`src/sv/jkve_pkg.sv`:
```
// Shared types, character codes and helpers for the JSON key/value extractor.
package jkve_pkg;

   // Key register file holds sixteen characters, whatever the window depth.
   localparam int KEY_REG_CHARS     = 16;
   localparam int KEY_IDX_W         = $clog2(KEY_REG_CHARS);
   localparam int MAX_KEY_CHARS_DEF = 16;

   // Result queue between the step logic and the response port.
   localparam int RSP_DEPTH = 4;
   localparam int RSP_PTR_W = $clog2(RSP_DEPTH);
   localparam int RSP_CNT_W = $clog2(RSP_DEPTH + 1);

   // Configuration register indexes.
   localparam int CSR_IDX_W = 3;
   localparam logic [CSR_IDX_W-1:0] CSR_KEY_LOW    = 3'd0;
   localparam logic [CSR_IDX_W-1:0] CSR_KEY_HIGH   = 3'd1;
   localparam logic [CSR_IDX_W-1:0] CSR_KEY_LENGTH = 3'd2;
   localparam logic [CSR_IDX_W-1:0] CSR_VALUE_MODE = 3'd3;
   localparam logic [CSR_IDX_W-1:0] CSR_CHAR_LIMIT = 3'd4;

   localparam logic [7:0] CHAR_LIMIT_RESET = 8'd255;

   // Character codes.
   localparam logic [7:0] CHAR_NUL    = 8'h00;
   localparam logic [7:0] CHAR_TAB    = 8'h09;
   localparam logic [7:0] CHAR_LF     = 8'h0A;
   localparam logic [7:0] CHAR_CR     = 8'h0D;
   localparam logic [7:0] CHAR_SPACE  = 8'h20;
   localparam logic [7:0] CHAR_QUOTE  = 8'h22;
   localparam logic [7:0] CHAR_ZERO   = 8'h30;
   localparam logic [7:0] CHAR_NINE   = 8'h39;
   localparam logic [7:0] CHAR_COLON  = 8'h3A;
   localparam logic [7:0] CHAR_BSLASH = 8'h5C;
   localparam logic [7:0] CHAR_LOW_N  = 8'h6E;
   localparam logic [7:0] CHAR_LOW_R  = 8'h72;
   localparam logic [7:0] CHAR_LOW_T  = 8'h74;

   typedef enum logic [2:0] {
      PH_SEARCH,
      PH_SKIP,
      PH_STRING,
      PH_NUMBER,
      PH_FINISHED
   } phase_type;

   typedef struct packed {
      logic        char_valid;
      logic [7:0]  char_out;
      logic        done_res;
      logic        success;
      logic [31:0] number_value;
   } result_type;

   function automatic logic [7:0] key_char(input logic [2*64-1:0] keys,
                                           input logic [KEY_IDX_W-1:0] idx);
      return keys[8*idx +: 8];
   endfunction

   function automatic logic [7:0] unescape(input logic [7:0] b);
      logic [7:0] c;
      unique case (b)
         CHAR_LOW_N: c = CHAR_LF;
         CHAR_LOW_R: c = CHAR_CR;
         CHAR_LOW_T: c = CHAR_TAB;
         default:    c = b;
      endcase
      return c;
   endfunction

   function automatic result_type make_char(input logic [7:0] c);
      result_type r;
      r              = '0;
      r.char_valid   = 1'b1;
      r.char_out     = c;
      return r;
   endfunction

   function automatic result_type make_done(input logic ok, input logic [31:0] acc);
      result_type r;
      r              = '0;
      r.done_res     = 1'b1;
      r.success      = ok;
      r.number_value = acc;
      return r;
   endfunction

endpackage

```
`src/sv/json_key_value_extractor.sv`:
```
// JSON key/value extractor: key token search, string and number value extraction.
// Results: each result beat is written into the result queue and offered from there.
// Throughput: one text byte per cycle; a byte that causes two results gives two
// response beats, and the request side stalls once the four-entry result queue
// has fewer than two free slots.
// Reset: synchronous, active high; clears document state, queue and registers to defaults.
module json_key_value_extractor #(
   parameter int MAX_KEY_CHARS = jkve_pkg::MAX_KEY_CHARS_DEF
) (
   input  logic                           clock,
   input  logic                           reset,
   // text beats
   input  logic                           req_valid,
   output logic                           req_stall,
   input  logic [7:0]                     req_text_byte,
   input  logic                           req_text_end,
   // result beats
   output logic                           rsp_valid,
   input  logic                           rsp_stall,
   output logic                           rsp_char_valid,
   output logic [7:0]                     rsp_char_out,
   output logic                           rsp_done_res,
   output logic                           rsp_success,
   output logic [31:0]                    rsp_number_value,
   // register writes
   input  logic                           csr_valid,
   output logic                           csr_ready,
   input  logic [jkve_pkg::CSR_IDX_W-1:0] csr_index,
   input  logic [63:0]                    csr_wdata
);
   import jkve_pkg::*;

   // Window holds ':' at slot 0, then the closing quote, the key reversed and
   // the opening quote.
   localparam int WIN_DEPTH = MAX_KEY_CHARS + 3;
   localparam int FILL_W    = $clog2(WIN_DEPTH + 1);
   // Wide enough for any slot number and for key_length + 3.
   localparam int CMP_W     = $clog2(WIN_DEPTH + 35);

   // ---------------------------------------------------------------------
   // Configuration registers
   // ---------------------------------------------------------------------
   logic [63:0] key_low_ff;
   logic [63:0] key_high_ff;
   logic [4:0]  key_length_ff;
   logic        value_mode_ff;
   logic [7:0]  char_limit_ff;

   assign csr_ready = 1'b1;

   always_ff @(posedge clock) begin
      if (reset) begin
         key_low_ff    <= '0;
         key_high_ff   <= '0;
         key_length_ff <= '0;
         value_mode_ff <= 1'b0;
         char_limit_ff <= CHAR_LIMIT_RESET;
      end else if (csr_valid && csr_ready) begin
         unique case (csr_index)
            CSR_KEY_LOW:    key_low_ff    <= csr_wdata;
            CSR_KEY_HIGH:   key_high_ff   <= csr_wdata;
            CSR_KEY_LENGTH: key_length_ff <= csr_wdata[4:0];
            CSR_VALUE_MODE: value_mode_ff <= csr_wdata[0];
            CSR_CHAR_LIMIT: char_limit_ff <= csr_wdata[7:0];
            default: ;  // writes beyond the register list are dropped
         endcase
      end
   end

   // ---------------------------------------------------------------------
   // Document state
   // ---------------------------------------------------------------------
   logic [7:0]        win_ff [WIN_DEPTH];
   logic [7:0]        win_in [WIN_DEPTH];
   logic [FILL_W-1:0] fill_ff, fill_in;
   phase_type         phase_ff, phase_in;
   logic              esc_ff, esc_in;
   logic [7:0]        cnt_ff, cnt_in;
   logic [31:0]       acc_ff, acc_in;

   logic              req_accept;
   assign req_accept = req_valid && !req_stall;

   // Window as it stands after shifting in the current byte.
   logic [7:0]        win_shift [WIN_DEPTH];
   logic [FILL_W-1:0] fill_shift;
   logic              token_hit;

   always_comb begin
      win_shift[0] = req_text_byte;
      for (int i = 1; i < WIN_DEPTH; i++) begin
         win_shift[i] = win_ff[i-1];
      end
      fill_shift = (fill_ff < FILL_W'(WIN_DEPTH)) ? FILL_W'(fill_ff + 1'b1) : fill_ff;
   end

   // Parallel compare of the window slots that the token "key": fills against that token.
   always_comb begin
      logic [CMP_W-1:0] len_v;
      logic [CMP_W-1:0] pos_v;
      logic [CMP_W-1:0] kidx_v;
      len_v     = CMP_W'(key_length_ff) + CMP_W'(3);
      pos_v     = '0;
      kidx_v    = '0;
      token_hit = (key_length_ff <= 5'(KEY_REG_CHARS))
               && (CMP_W'(key_length_ff) <= CMP_W'(MAX_KEY_CHARS))
               && (CMP_W'(fill_shift) >= len_v);
      for (int p = 0; p < WIN_DEPTH; p++) begin
         pos_v  = CMP_W'(p);
         kidx_v = len_v - pos_v - CMP_W'(2);
         if (p == 0) begin
            token_hit &= (win_shift[p] == CHAR_COLON);
         end else if (p == 1) begin
            token_hit &= (win_shift[p] == CHAR_QUOTE);
         end else if (pos_v == len_v - CMP_W'(1)) begin
            token_hit &= (win_shift[p] == CHAR_QUOTE);
         end else if (pos_v < len_v - CMP_W'(1)) begin
            token_hit &= (win_shift[p] ==
                          key_char({key_high_ff, key_low_ff}, kidx_v[KEY_IDX_W-1:0]));
         end
      end
   end

   // ---------------------------------------------------------------------
   // Step logic: next document state and up to two results per byte
   // ---------------------------------------------------------------------
   result_type step_res [2];
   logic [1:0] step_count;

   always_comb begin
      logic       is_digit;
      logic [7:0] digit_val;
      logic       ok_v;
      is_digit  = (req_text_byte >= CHAR_ZERO) && (req_text_byte <= CHAR_NINE);
      digit_val = req_text_byte - CHAR_ZERO;
      ok_v      = 1'b0;

      for (int i = 0; i < WIN_DEPTH; i++) begin
         win_in[i] = win_ff[i];
      end
      fill_in     = fill_ff;
      phase_in    = phase_ff;
      esc_in      = esc_ff;
      cnt_in      = cnt_ff;
      acc_in      = acc_ff;
      step_res[0] = '0;
      step_res[1] = '0;
      step_count  = '0;

      unique case (phase_ff)
         PH_SEARCH: begin
            if (req_text_byte == CHAR_NUL) begin
               step_res[step_count[0]] = make_done(1'b0, acc_in);
               step_count              = step_count + 2'd1;
               phase_in                = PH_FINISHED;
            end else begin
               for (int i = 0; i < WIN_DEPTH; i++) begin
                  win_in[i] = win_shift[i];
               end
               fill_in = fill_shift;
               if (token_hit) begin
                  phase_in = PH_SKIP;
               end
            end
         end
         PH_SKIP: begin
            if (req_text_byte == CHAR_SPACE || req_text_byte == CHAR_TAB) begin
               // hold: whitespace between colon and value
            end else if (!value_mode_ff) begin
               if (req_text_byte == CHAR_QUOTE) begin
                  phase_in = PH_STRING;
                  cnt_in   = '0;
                  esc_in   = 1'b0;
               end else begin
                  step_res[step_count[0]] = make_done(1'b0, acc_in);
                  step_count              = step_count + 2'd1;
                  phase_in                = PH_FINISHED;
               end
            end else begin
               if (is_digit) begin
                  acc_in   = 32'(digit_val);
                  phase_in = PH_NUMBER;
               end else begin
                  step_res[step_count[0]] = make_done(1'b0, acc_in);
                  step_count              = step_count + 2'd1;
                  phase_in                = PH_FINISHED;
               end
            end
         end
         PH_STRING: begin
            if (esc_ff) begin
               esc_in = 1'b0;
               if (req_text_byte == CHAR_NUL) begin
                  // backslash right before end of content passes literally
                  step_res[step_count[0]] = make_char(CHAR_BSLASH);
                  step_count              = step_count + 2'd1;
                  step_res[step_count[0]] = make_done(1'b1, acc_in);
                  step_count              = step_count + 2'd1;
                  phase_in                = PH_FINISHED;
               end else begin
                  step_res[step_count[0]] = make_char(unescape(req_text_byte));
                  step_count              = step_count + 2'd1;
                  cnt_in                  = cnt_ff + 8'd1;
                  if (cnt_in >= char_limit_ff) begin
                     step_res[step_count[0]] = make_done(1'b1, acc_in);
                     step_count              = step_count + 2'd1;
                     phase_in                = PH_FINISHED;
                  end
               end
            end else if (cnt_ff >= char_limit_ff) begin
               // limit already reached, e.g. zero limit or limit lowered mid-string
               step_res[step_count[0]] =
                  make_done((cnt_ff != 8'd0) || (req_text_byte == CHAR_QUOTE), acc_in);
               step_count = step_count + 2'd1;
               phase_in   = PH_FINISHED;
            end else if (req_text_byte == CHAR_NUL) begin
               step_res[step_count[0]] = make_done(cnt_ff != 8'd0, acc_in);
               step_count              = step_count + 2'd1;
               phase_in                = PH_FINISHED;
            end else if (req_text_byte == CHAR_QUOTE) begin
               step_res[step_count[0]] = make_done(1'b1, acc_in);
               step_count              = step_count + 2'd1;
               phase_in                = PH_FINISHED;
            end else if (req_text_byte == CHAR_BSLASH) begin
               esc_in = 1'b1;
            end else begin
               step_res[step_count[0]] = make_char(req_text_byte);
               step_count              = step_count + 2'd1;
               cnt_in                  = cnt_ff + 8'd1;
               if (cnt_in >= char_limit_ff) begin
                  step_res[step_count[0]] = make_done(1'b1, acc_in);
                  step_count              = step_count + 2'd1;
                  phase_in                = PH_FINISHED;
               end
            end
         end
         PH_NUMBER: begin
            if (is_digit) begin
               // times ten as two shifts, wrap at 32 bits
               acc_in = (acc_ff << 3) + (acc_ff << 1) + 32'(digit_val);
            end else begin
               step_res[step_count[0]] = make_done(1'b1, acc_in);
               step_count              = step_count + 2'd1;
               phase_in                = PH_FINISHED;
            end
         end
         PH_FINISHED: begin
            // drop: bytes after the done result are ignored
         end
         default: begin
            phase_in = phase_ff;
         end
      endcase

      // End of document: close out an open value, then clear.
      if (req_text_end) begin
         if (phase_in != PH_FINISHED) begin
            ok_v = 1'b0;
            if (phase_in == PH_NUMBER) begin
               ok_v = 1'b1;
            end else if (phase_in == PH_STRING) begin
               if (esc_in) begin
                  step_res[step_count[0]] = make_char(CHAR_BSLASH);
                  step_count              = step_count + 2'd1;
                  cnt_in                  = cnt_in + 8'd1;
               end
               ok_v = (cnt_in != 8'd0);
            end
            step_res[step_count[0]] = make_done(ok_v, acc_in);
            step_count              = step_count + 2'd1;
         end
         for (int i = 0; i < WIN_DEPTH; i++) begin
            win_in[i] = '0;
         end
         fill_in  = '0;
         phase_in = PH_SEARCH;
         esc_in   = 1'b0;
         cnt_in   = '0;
         acc_in   = '0;
      end
   end

   always_ff @(posedge clock) begin
      if (reset) begin
         for (int i = 0; i < WIN_DEPTH; i++) begin
            win_ff[i] <= '0;
         end
         fill_ff  <= '0;
         phase_ff <= PH_SEARCH;
         esc_ff   <= 1'b0;
         cnt_ff   <= '0;
         acc_ff   <= '0;
      end else if (req_accept) begin
         for (int i = 0; i < WIN_DEPTH; i++) begin
            win_ff[i] <= win_in[i];
         end
         fill_ff  <= fill_in;
         phase_ff <= phase_in;
         esc_ff   <= esc_in;
         cnt_ff   <= cnt_in;
         acc_ff   <= acc_in;
      end
   end

   // ---------------------------------------------------------------------
   // Result queue: takes up to two results per accepted byte, hands out one
   // beat per cycle while rsp_stall is low.
   // ---------------------------------------------------------------------
   result_type           rsp_q_ff [RSP_DEPTH];
   logic [RSP_PTR_W-1:0] wr_ptr_ff, wr_ptr_in, wr_ptr_nx;
   logic [RSP_PTR_W-1:0] rd_ptr_ff, rd_ptr_in;
   logic [RSP_CNT_W-1:0] count_ff, count_in;
   logic [1:0]           push_count;
   logic                 rsp_pop;
   result_type           rsp_head;

   assign push_count = req_accept ? step_count : 2'd0;
   assign rsp_valid  = (count_ff != '0);
   assign rsp_pop    = rsp_valid && !rsp_stall;
   // Stall while fewer than two slots are free, so any byte always fits.
   assign req_stall  = (count_ff > RSP_CNT_W'(RSP_DEPTH - 2));

   assign wr_ptr_nx  = wr_ptr_ff + 1'b1;
   assign wr_ptr_in  = wr_ptr_ff + RSP_PTR_W'(push_count);
   assign rd_ptr_in  = rsp_pop ? RSP_PTR_W'(rd_ptr_ff + 1'b1) : rd_ptr_ff;
   assign count_in   = count_ff + RSP_CNT_W'(push_count) - RSP_CNT_W'(rsp_pop);

   always_ff @(posedge clock) begin
      if (push_count != 2'd0) begin
         rsp_q_ff[wr_ptr_ff] <= step_res[0];
      end
      if (push_count == 2'd2) begin
         rsp_q_ff[wr_ptr_nx] <= step_res[1];
      end
   end

   always_ff @(posedge clock) begin
      if (reset) begin
         wr_ptr_ff <= '0;
         rd_ptr_ff <= '0;
         count_ff  <= '0;
      end else begin
         wr_ptr_ff <= wr_ptr_in;
         rd_ptr_ff <= rd_ptr_in;
         count_ff  <= count_in;
      end
   end

   assign rsp_head         = rsp_q_ff[rd_ptr_ff];
   assign rsp_char_valid   = rsp_head.char_valid;
   assign rsp_char_out     = rsp_head.char_out;
   assign rsp_done_res     = rsp_head.done_res;
   assign rsp_success      = rsp_head.success;
   assign rsp_number_value = rsp_head.number_value;

endmodule
```
`config.mk`:
```
export PLATFORM = sky130hd
export DESIGN_NAME = json_key_value_extractor
export DESIGN_NICKNAME = d
export VERILOG_FILES = /design/src/sv/jkve_pkg.sv /design/src/sv/json_key_value_extractor.sv
export SDC_FILE = /design/constraint.sdc
export NUM_CORES = 2
export LEC_CHECK = 0
export BUFFER_PORTS_ARGS = -buffer_cell sky130_fd_sc_hd__buf_2
export CORE_MARGIN = 2
export CORE_UTILIZATION = 57
export CTS_CLUSTER_DIAMETER = 120
export CTS_CLUSTER_SIZE = 12
export DETAILED_ROUTE_END_ITERATION = 7
export GPL_TIMING_DRIVEN = 0
export PLACE_DENSITY_LB_ADDON = 0.1
export SLEW_MARGIN = 5
export SYNTH_ARGS = -nofsm -noshare
export SYNTH_HDL_FRONTEND = slang
export SYNTH_SLANG_ARGS = --single-unit
```
`constraint.sdc`:
```
create_clock -name clock -period 6.1 [get_ports clock]
set_input_delay 0.61 -clock clock [delete_from_list [all_inputs] [get_ports clock]]
set_output_delay 0.61 -clock clock [all_outputs]
set_load 0.01 [all_outputs]
```
==> flow_summary.toml <==
[run]
maxCapViolations = 0

[yosys]
number_of_flops_mapped_to_enable_cells_by_yosys = 316
syn-num-nets = 3380
synth_area_um2 = 33040
netlist_instances = 3192
post_synth_main_area_contributors = "sky130_fd_sc_hd__edfxtp_1 29%, sky130_fd_sc_hd__dfxtp_1 12%, sky130_fd_sc_hd__mux4_2 11%, sky130_fd_sc_hd__nand2_1 6.0%, sky130_fd_sc_hd__mux2i_1 4.7%"
synthMostInstantiatedCell = "sky130_fd_sc_hd__nand2_1"
yosys_warnings = 0
ys_async_sr_fraction_pct = 0
synthDistinctLibCells = 89
synth-main-ff-cell = "sky130_fd_sc_hd__edfxtp_1"
synth_top_cell_by_area = "sky130_fd_sc_hd__edfxtp_1"
ys_seq_area_share_pct = 40.84
synth_top_cells_by_count = "524 x sky130_fd_sc_hd__nand2_1, 316 x sky130_fd_sc_hd__edfxtp_1, 230 x sky130_fd_sc_hd__a21oi_1, 200 x sky130_fd_sc_hd__dfxtp_1, 170 x sky130_fd_sc_hd__o21ai_0"
synth.ff_latch_count = 516
per_instance_average_area_after_synthesis_um2 = 10.35
yosys.area.top_type_share_pct = 28.72

[setup_path]
timing.critical_path.required_ns = 6.67
timing.critical_path.to_type = "flip-flop"
arrival_time_of_data_at_the_critical_path_endpoint_ns = 6.63
setup.worst_path.start_class = "flip-flop"
timing.setup.critical_path_class = "flip-flop to flip-flop"
critical_path.max_fanout = 22

[floorplanning]
start_util_pct = 57.49
die_y_um = 244.8
die_width_um = 244.8
ios = 127
rows = 88
total_die_area_um2 = 59910
design.core.area_um2 = 57480

[sta]
setup-violations-final = 0
relSlewSlack_pct = 12.70
fin_crit_sh_pct = 99.36
report.final.slew_viol_count = 0
grt_setup_unrepaired = "false"
hold_viol_final = 0
whs_ns = 0.2410
achievable-frequency_mhz = 165.0
minimum_clock_period_after_layout_ns = 6.061
worstMarginPinSlew_ns = 1.309
worst_clock_skew_ns = 0.03150

[cts]
cts-root-to-sink-buffers = 3
maximum_level_of_the_cts_h_tree = 2
clock-root-buffer = "sky130_fd_sc_hd__clkbuf_16"
clock_latency_ns = 0.63
cts-hold-fix-buffers = 0
tritoncts = "yes"
cts_buffers = 49
cts.reportedPaths.clkPinSlew_ns = 0.08
clock_sink_count = 516

[routing]
wl_cell_um = 29.98
detail_route.drc_violations = 0
drt.antenna.violating_nets = 0
vias = 28671
routed_wirelength_mm = 125.1
viasPerCell = 6.874
drt_iter0_drc = 4071
drtPass1Iterations = 6

[worst_hold_path]
worst_min_path_class = "input pin to flip-flop"

[placement]
gp_congestion = 1.085
dp_hpwl_mm = 97.74
dpl.cell_count = 4087
port_buffers = 125

[final_layout]
final_cell_count_no_fill = 4171
finalNetCount = 3569
diodes = 0
area_growth_pct = 10.62
final_layout_size_suffix_gt1_share_pct = 14.97
fill_cells = 4642
layout.core_utilization_pct = 63.60

[power]
power_density_cells_nw_per_um2 = 241.8
leakage_uw = 0.01381
vdd.ir_drop.worst_uv = 235.7

[global_routing]
number_of_antenna_violations_at_the_first_check_in_global_routing = 1
grt_max_degree = 106
grtUsageTotal_pct = 41.07
global_route_wire_length_before_repair_mm = 179.8
grt_remaining_overflow = 0
first_global_vias = 26678

[outcome]
result_of_the_run = "complete, no violations"
-- final timing paths --
kind,start,depth (start not counted),slack [ns],endpoint
max reg2reg,key_length_ff[0],20,0.04,phase_ff[0]
min reg2reg,key_high_ff[4],2,0.49,key_high_ff[4]
max,key_length_ff[0],20,0.04,phase_ff[0]
min,csr_wdata[28],3,0.24,key_low_ff[28]
-- flip-flops by register name (all words and copies together) (netlist names), 5 cells and up, named ones only --
name	cells
acc_ff	32
char_limit_ff	8
cnt_ff	8
fill_ff	5
key_high_ff	64
key_length_ff	5
key_low_ff	64
rsp_q_ff	172
win_ff	144
-- report_power, final --
part           switching (uW)  leakage (uW)  internal [uW]  total [uW]
Clock                    1380      0.000663           1510        2880
Combinational            1040       0.00834            715        1760
Sequential                240       0.00481           3950        4190
Total                    2660        0.0138           6180        8840
-- critical path, stage by stage (launching register included) --
cell and delay (ns):
sky130_fd_sc_hd__dfxtp_2 0.36, sky130_fd_sc_hd__buf_6 0.16, sky130_fd_sc_hd__buf_12 0.11, sky130_fd_sc_hd__inv_2 0.06
sky130_fd_sc_hd__buf_4 0.19, sky130_fd_sc_hd__buf_8 0.19, sky130_fd_sc_hd__ha_4 0.35, sky130_fd_sc_hd__buf_2 0.34
sky130_fd_sc_hd__buf_2 0.43, sky130_fd_sc_hd__mux2i_1 0.58, sky130_fd_sc_hd__mux2i_1 0.29, sky130_fd_sc_hd__mux2i_1 0.26
sky130_fd_sc_hd__mux2i_1 0.19, sky130_fd_sc_hd__xnor2_1 0.18, sky130_fd_sc_hd__nand4_1 0.14, sky130_fd_sc_hd__nor4_2 0.50
sky130_fd_sc_hd__o2111ai_1 0.28, sky130_fd_sc_hd__nor4_2 0.43, sky130_fd_sc_hd__nand4_1 0.21, sky130_fd_sc_hd__a2111oi_4 0.51
sky130_fd_sc_hd__a22o_1 0.22
-- repair_timing --
action / 4_1_cts / 5_1_grt
pin swaps: 7 / 6
setup buffers: 8 / 2
resized for setup: 60 / 12
setup endpoints to repair: 1 / 1
-- metrics by stage --
step / setup slack (ns) / area [um^2] / total power (uW) / setup TNS, ns
after detailed placement: -1.581 / 34780 / 5932 / -1.581
after floorplan: -0.3117 / 33040 / 5271 / -53.61
after global routing: 0.001997 / 36550 / 9041 / 0
after global placement: -3.405 / 34620 / 5915 / -714.42
after CTS: 0.001820 / 36490 / 8773 / 0
final: 0.03889 / 36550 / 8838 / 0
-- area by class of cell --
type / count / area, um^2 / area share [%]
well taps: 765 / 957.2 / 2.619
multi-input cells: 2417 / 18700 / 51.15
clock inverters: 4 / 52.55 / 0.1438
repair buffers: 140 / 820.8 / 2.246
plain buffers: 200 / 970.9 / 2.656
flip-flops and latches: 516 / 13490 / 36.92
inverters: 57 / 225.2 / 0.6162
clock buffers: 72 / 1334 / 3.649
-- cells in the final DEF (no fill, tap or decap), types with 75 or more instances in the layout --
master,count
sky130_fd_sc_hd__xor2_1,75
sky130_fd_sc_hd__nand2_1,524
sky130_fd_sc_hd__mux2i_1,148
sky130_fd_sc_hd__mux4_2,166
sky130_fd_sc_hd__nor2_1,137
sky130_fd_sc_hd__edfxtp_1,316
sky130_fd_sc_hd__ha_1,96
sky130_fd_sc_hd__xnor2_1,110
sky130_fd_sc_hd__buf_2,153
sky130_fd_sc_hd__dfxtp_1,199
sky130_fd_sc_hd__o21ai_0,165
sky130_fd_sc_hd__a21oi_1,228
sky130_fd_sc_hd__and2_1,152
sky130_fd_sc_hd__clkbuf_1,152
-- per-layer routing --
layer | vias up | track usage, % | part of all wire, %
met5 | - | 0 | 0
met1 | 14232 | 59.63 | 40
met3 | 296 | 10.53 | 13
met2 | 2006 | 60.25 | 43
li1 | 12137 | - | -
met4 | 0 | 13.09 | 3.8
-- kinds of logic after synthesis --
kind of cell	count (synthesis)	share of synthesized area (%)
AND/OR/NAND/NOR	1060	15.35
other	1	0.01135
AO/OA/AOI/OAI	689	13.06
multiplexers	365	17.82
flip-flops	516	40.84
adder cells (fa/ha/maj)	107	4.211
buffers and inverters	259	3.332
XOR/XNOR	195	5.373
No activity file was read; power rests on OpenSTA's default activity.
